===== src/design/fmprc_pkg.sv =====
package fmprc_pkg;

  // Table size and derived index width.
  localparam int NUM_RULES = 16;
  localparam int IDX_W     = (NUM_RULES > 1) ? $clog2(NUM_RULES) : 1;
  localparam int SLOT_W    = 4;
  localparam int CMP_W     = (IDX_W > SLOT_W) ? IDX_W : SLOT_W;
  localparam int CNT_W     = 32;
  localparam int ADDR_W    = 32;
  localparam int PORT_W    = 16;

  // Request operation codes.
  localparam logic [1:0] OP_CLASSIFY   = 2'd0;
  localparam logic [1:0] OP_WRITE_RULE = 2'd1;
  localparam logic [1:0] OP_SET_ENABLE = 2'd2;

  // Protocol code that matches every packet protocol.
  localparam logic [1:0] PROTO_ANY = 2'd0;

  // One stored rule.
  typedef struct packed {
    logic [ADDR_W-1:0] src_addr;
    logic [ADDR_W-1:0] dst_addr;
    logic [ADDR_W-1:0] src_pmask;
    logic [ADDR_W-1:0] dst_pmask;
    logic [PORT_W-1:0] port_lo;
    logic [PORT_W-1:0] port_hi;
    logic              enable;
    logic              dir;
    logic [1:0]        proto;
    logic              deny;
  } rule_t;

  // A request as it travels down the chain, with its running verdict.
  typedef struct packed {
    logic [1:0]        op;
    logic [SLOT_W-1:0] rule_index;
    logic              dir;
    logic [1:0]        proto;
    logic [ADDR_W-1:0] src_addr;
    logic [ADDR_W-1:0] dst_addr;
    logic [ADDR_W-1:0] src_pmask;
    logic [ADDR_W-1:0] dst_pmask;
    logic [PORT_W-1:0] port_a;
    logic [PORT_W-1:0] port_b;
    logic              deny;
    logic              enable;
    logic              hit;
    logic [IDX_W-1:0]  hit_idx;
    logic              hit_deny;
  } token_t;

  // A zero rule address is a wildcard; otherwise compare under the mask.
  function automatic logic addr_match(input logic [ADDR_W-1:0] pkt,
                                      input logic [ADDR_W-1:0] rule,
                                      input logic [ADDR_W-1:0] mask);
    addr_match = (rule == '0) || ((pkt & mask) == (rule & mask));
  endfunction

endpackage


===== src/design/fmprc_cell.sv =====
module fmprc_cell
  import fmprc_pkg::*;
(
  input  logic             clk,
  input  logic             rst_n,
  input  logic [IDX_W-1:0] cell_idx,
  input  logic             tok_valid_i,
  input  token_t           tok_i,
  output logic             tok_valid_o,
  output token_t           tok_o
);

  rule_t            rule_r, rule_nxt;
  token_t           tok_r, tok_nxt;
  logic             tok_valid_r;
  logic             slot_sel;
  logic [PORT_W-1:0] pkt_port;
  logic             match;

  // This cell owns the slot named by a write request.
  assign slot_sel = (CMP_W'(tok_i.rule_index) == CMP_W'(cell_idx));

  // Compare the passing packet against the stored rule.
  always_comb begin
    pkt_port = tok_i.dir ? tok_i.port_b : tok_i.port_a;
    match = rule_r.enable
         && (rule_r.dir == tok_i.dir)
         && ((rule_r.proto == PROTO_ANY) || (rule_r.proto == tok_i.proto))
         && addr_match(tok_i.src_addr, rule_r.src_addr, rule_r.src_pmask)
         && addr_match(tok_i.dst_addr, rule_r.dst_addr, rule_r.dst_pmask)
         && (pkt_port >= rule_r.port_lo)
         && (pkt_port <= rule_r.port_hi);
  end

  // Update the rule on a write or a set enable, or the verdict on a classify.
  always_comb begin
    rule_nxt = rule_r;
    tok_nxt  = tok_i;
    if (tok_valid_i) begin
      case (tok_i.op)
        OP_CLASSIFY: begin
          if (!tok_i.hit && match) begin
            tok_nxt.hit      = 1'b1;
            tok_nxt.hit_idx  = cell_idx;
            tok_nxt.hit_deny = rule_r.deny;
          end
        end
        OP_WRITE_RULE: begin
          if (slot_sel) begin
            rule_nxt.src_addr  = tok_i.src_addr;
            rule_nxt.dst_addr  = tok_i.dst_addr;
            rule_nxt.src_pmask = tok_i.src_pmask;
            rule_nxt.dst_pmask = tok_i.dst_pmask;
            rule_nxt.port_lo   = tok_i.port_a;
            rule_nxt.port_hi   = tok_i.port_b;
            rule_nxt.enable    = tok_i.enable;
            rule_nxt.dir       = tok_i.dir;
            rule_nxt.proto     = tok_i.proto;
            rule_nxt.deny      = tok_i.deny;
          end
        end
        OP_SET_ENABLE: begin
          if (slot_sel) begin
            rule_nxt.enable = tok_i.enable;
          end
        end
        default: begin
          rule_nxt = rule_r;
        end
      endcase
    end
  end

  // Rule storage and the hand-off register to the next cell.
  always_ff @(posedge clk) begin
    if (!rst_n) begin
      rule_r      <= '0;
      tok_valid_r <= 1'b0;
    end else begin
      rule_r      <= rule_nxt;
      tok_valid_r <= tok_valid_i;
    end
  end

  always_ff @(posedge clk) begin
    tok_r <= tok_nxt;
  end

  assign tok_valid_o = tok_valid_r;
  assign tok_o       = tok_r;

endmodule


===== config.mk =====
export PLATFORM = sky130hd
export DESIGN_NAME = fmprc_cell
export DESIGN_NICKNAME = d
export VERILOG_FILES = /design/src/design/fmprc_pkg.sv /design/src/design/fmprc_cell.sv
export SDC_FILE = /design/constraint.sdc
export NUM_CORES = 1
export LEC_CHECK = 0
export BUFFER_PORTS_ARGS = -buffer_cell sky130_fd_sc_hd__buf_4
export CAP_MARGIN = 25
export CORE_ASPECT_RATIO = 0.7
export CORE_MARGIN = 8
export CORE_UTILIZATION = 46
export DETAILED_ROUTE_END_ITERATION = 10
export PLACE_DENSITY = 0.81
export SYNTH_ARGS = -nofsm -noshare
export SYNTH_HDL_FRONTEND = slang
export SYNTH_SLANG_ARGS = --single-unit

===== constraint.sdc =====
create_clock -name clk -period 4.4 [get_ports clk]
set_input_delay 0.88 -clock clk [delete_from_list [all_inputs] [get_ports clk]]
set_output_delay 0.88 -clock clk [all_outputs]
set_load 0.05 [all_outputs]

==> flow_summary.ini <==
[worst_setup_path]
worstSetupPathType = in -> reg
worst-path-buf-inv = 1
critPathMaxStageDelay_ns = 0.54
end_kind = flop
path_common_cell = mux2_2
worstPathRequired_ns = 4.85
cp_max_fo = 19
r2r-start = rule_r[36]$_SDFFE_PN0P_
crit_path_top_delay_cell = or4_1
crit_arrival_ns = 4.04
crit_family = simple AND/OR/NAND/NOR gates
worst_r2r_path_depth = 9
worstSetupStartpointType = primary input
r2r_slack_ns = 1.40
rr_endpoint = tok_o[4]$_DFF_P_
path_cells = buf_4, mux2_2, ha_1, nand4_1, or4_1, o311ai_1, a211oi_1, or3_4, nor4_4, mux2_2

[flow_run]
timing.max_cap.violations = 0

[global_routing]
grt_usage_pct = 21.1
grt_max_degree = 76
antenna_found_initial = 0
first_global_vias = 9641
overflow = 0
grt_first_pass_wirelength_mm = 52.9

[drt]
drt-total-wl_mm = 34.4
drtIter0Drc = 529
via_per_inst = 4.99
wl_per_cell_um = 18.3
vias = 9355
drc = 0
ant_nets = 0
drt-pass1-iter-count = 5

[layout]
areaGrowthSynthToFinish_pct = 34.2
n_antenna_cell = 0
drive_above_1_share_pct = 28.8
num-fill-cells = 2081
finalNonFillerCells = 1876
nNetsFinal = 1737

[worst_hold_path]
worstHoldPathCells = 1
hold_class = in -> reg
hp-start = tok_i[83]
hold_end = tok_o[83]$_DFF_P_

[power]
power.leakage_nw = 6.53
peakVddDrop_uv = 372
powerDensity_nw_per_um2 = 424
power_mw = 6.69

[synthesis]
synth_ff_type = dfxtp_1
synth.area.top_cells = dfxtp_1, nand2_1, a21boi_0, xor2_1, ha_1
synth_nets = 1391
synth.top_cell.area_share_pct = 58.4
synth-seq-area-share_pct = 58.4
synth_cells = 1175
yosysUniqueCellTypes = 37
synthTopCellsByCount = dfxtp_1, nand2_1, a21boi_0
async_flop_share_pct = 0
synth_top_area_cell = dfxtp_1
synth-edff-count = 0
yosysMostFrequentCell = dfxtp_1
ys_seq_elements = 343
netlist_area_sq_um = 11800
avgSynthCellArea_sq_um = 10.0
yosysWarnings = 0

[sta]
maxSlewHeadroom_pct = 47.0
max_clock_freq_mhz = 279
fin_tns_setup_ns = 0
rsz0062_at_grt = false
tightest_slew_ns = 0.795
setup_viol = 0
final_hold_viol_count = 0
maxSlewViolCount = 0
period_needed_ns = 3.59
skew_ns = 0.00832
period_share_pct = 81.5

[cts]
cts.sinks = 343
ctsRootBufferMaster = clkbuf_16
cts.path.max_buffers = 3
cts_made_buffers = 31
cts_resized = 0
clkTransAtPathRegs_ns = 0.06
cts_tree = yes
ctsHoldBuffers = 0
clock_latency_ns = 0.57
post_cts_buffers = 0
htreeDepth = 1

[floorplan]
dieWidth_um = 207
rows = 49
ios = 362
coreArea_sq_um = 25400
initial_core_util_pct = 46.3
fp.dieH_um = 150
dieArea_sq_um = 31000

[placement]
io_buffers = 361
dp_hpwl_mm = 26.0
place_inst = 1819
gp_congestion = 0.854

[run_status]
outcome = finished clean
## per-layer routing
| layer | global-route usage (%) | share of wire (%) |
|---|---|---|
| met1 | 27.0 | 44 |
| met3 | 6.05 | 7.8 |
| met2 | 35.1 | 46 |
| met5 | 0 | 0 |
| met4 | 4.85 | 2.1 |
## layout by cell type, fill, tap and decap left out, types with 2 or more instances in the layout
| cell | synthesis | layout |
|---|---|---|
| nor2b_1 | 3 | 3 |
| a21o_1 | 2 | 2 |
| inv_6 | 0 | 2 |
| nand3_1 | 5 | 4 |
| clkinv_2 | 0 | 5 |
| clkbuf_16 | 0 | 31 |
| or4_1 | 2 | 2 |
| ha_1 | 32 | 32 |
| inv_1 | 33 | 33 |
| clkbuf_8 | 0 | 7 |
| mux2i_1 | 2 | 2 |
| nand2_1 | 333 | 333 |
| clkinvlp_4 | 0 | 3 |
| o21ai_0 | 6 | 6 |
| nor4_1 | 20 | 20 |
| mux2_2 | 20 | 20 |
| dfxtp_1 | 343 | 343 |
| and2_1 | 2 | 2 |
| a21boi_0 | 165 | 165 |
| clkbuf_1 | 53 | 8 |
| buf_4 | 0 | 367 |
| nor2_1 | 7 | 7 |
| xor2_1 | 69 | 69 |
| buf_12 | 0 | 2 |
| a21oi_1 | 10 | 10 |
| a22oi_1 | 32 | 32 |
| nand4_1 | 17 | 17 |
## where the power goes
group / switching [mW] / internal, mW / leakage (nW)
clock: 1.16 / 1.48 / 0.485
combinational: 0.520 / 0.300 / 3.22
sequential: 0.0323 / 3.20 / 2.83
## through the flow
stage / hold WS [ns] / worst slack, ns / util (%) / cell area, sq um
2_1_floorplan: 0.440 / 0.139 / - / 11800
3_3_place_gp: 0.450 / 0.275 / 58.2 / 14800
3_5_place_dp: 0.458 / 0.216 / 58.2 / 14800
4_1_cts: 0.391 / 0.825 / 62.1 / 15800
5_1_grt: 0.395 / 0.686 / 62.1 / 15800
6_report: 0.419 / 0.813 / 62.1 / 15800
## flip-flops by register name, indices dropped and copies added (netlist names)
signal,count
tok_o,177
tok_valid_o,1
rule_r,165
## cells by family after synthesis
group,synth area share (%)
AO/OA/AOI/OAI,14.1
XOR/XNOR,5.22
adder cells (fa/ha/maj),3.41
buffers and inverters,2.84
flip-flops,58.4
multiplexers,2.09
AND/OR/NAND/NOR,14.0
## area by class of cell
class                   instances  area, sq um  share of cell area [%]
flip-flops and latches        343         6870                    43.6
multi-input cells             743         4570                    29.0
repair buffers                369         2800                    17.7
clock buffers                  46          902                    5.72
well taps                     331          414                    2.63
inverters                      33          124                   0.786
clock inverters                11         95.1                   0.603
## worst max path at each step
stage	slack, ns	endpoint	cells past startpoint	startpoint
detailed placement	0.22	tok_o[1]$_DFF_P_	10	tok_i[170]
global route	0.69	tok_o[0]$_DFF_P_	10	tok_i[170]
global placement	0.28	tok_o[1]$_DFF_P_	10	tok_i[170]
CTS	0.83	tok_o[1]$_DFF_P_	10	tok_i[170]
floorplan	0.14	tok_o[1]$_DFF_P_	11	tok_i[170]
finish	0.81	tok_o[4]$_DFF_P_	10	tok_i[170]
Note: power is estimated with default switching activity, not from simulation.
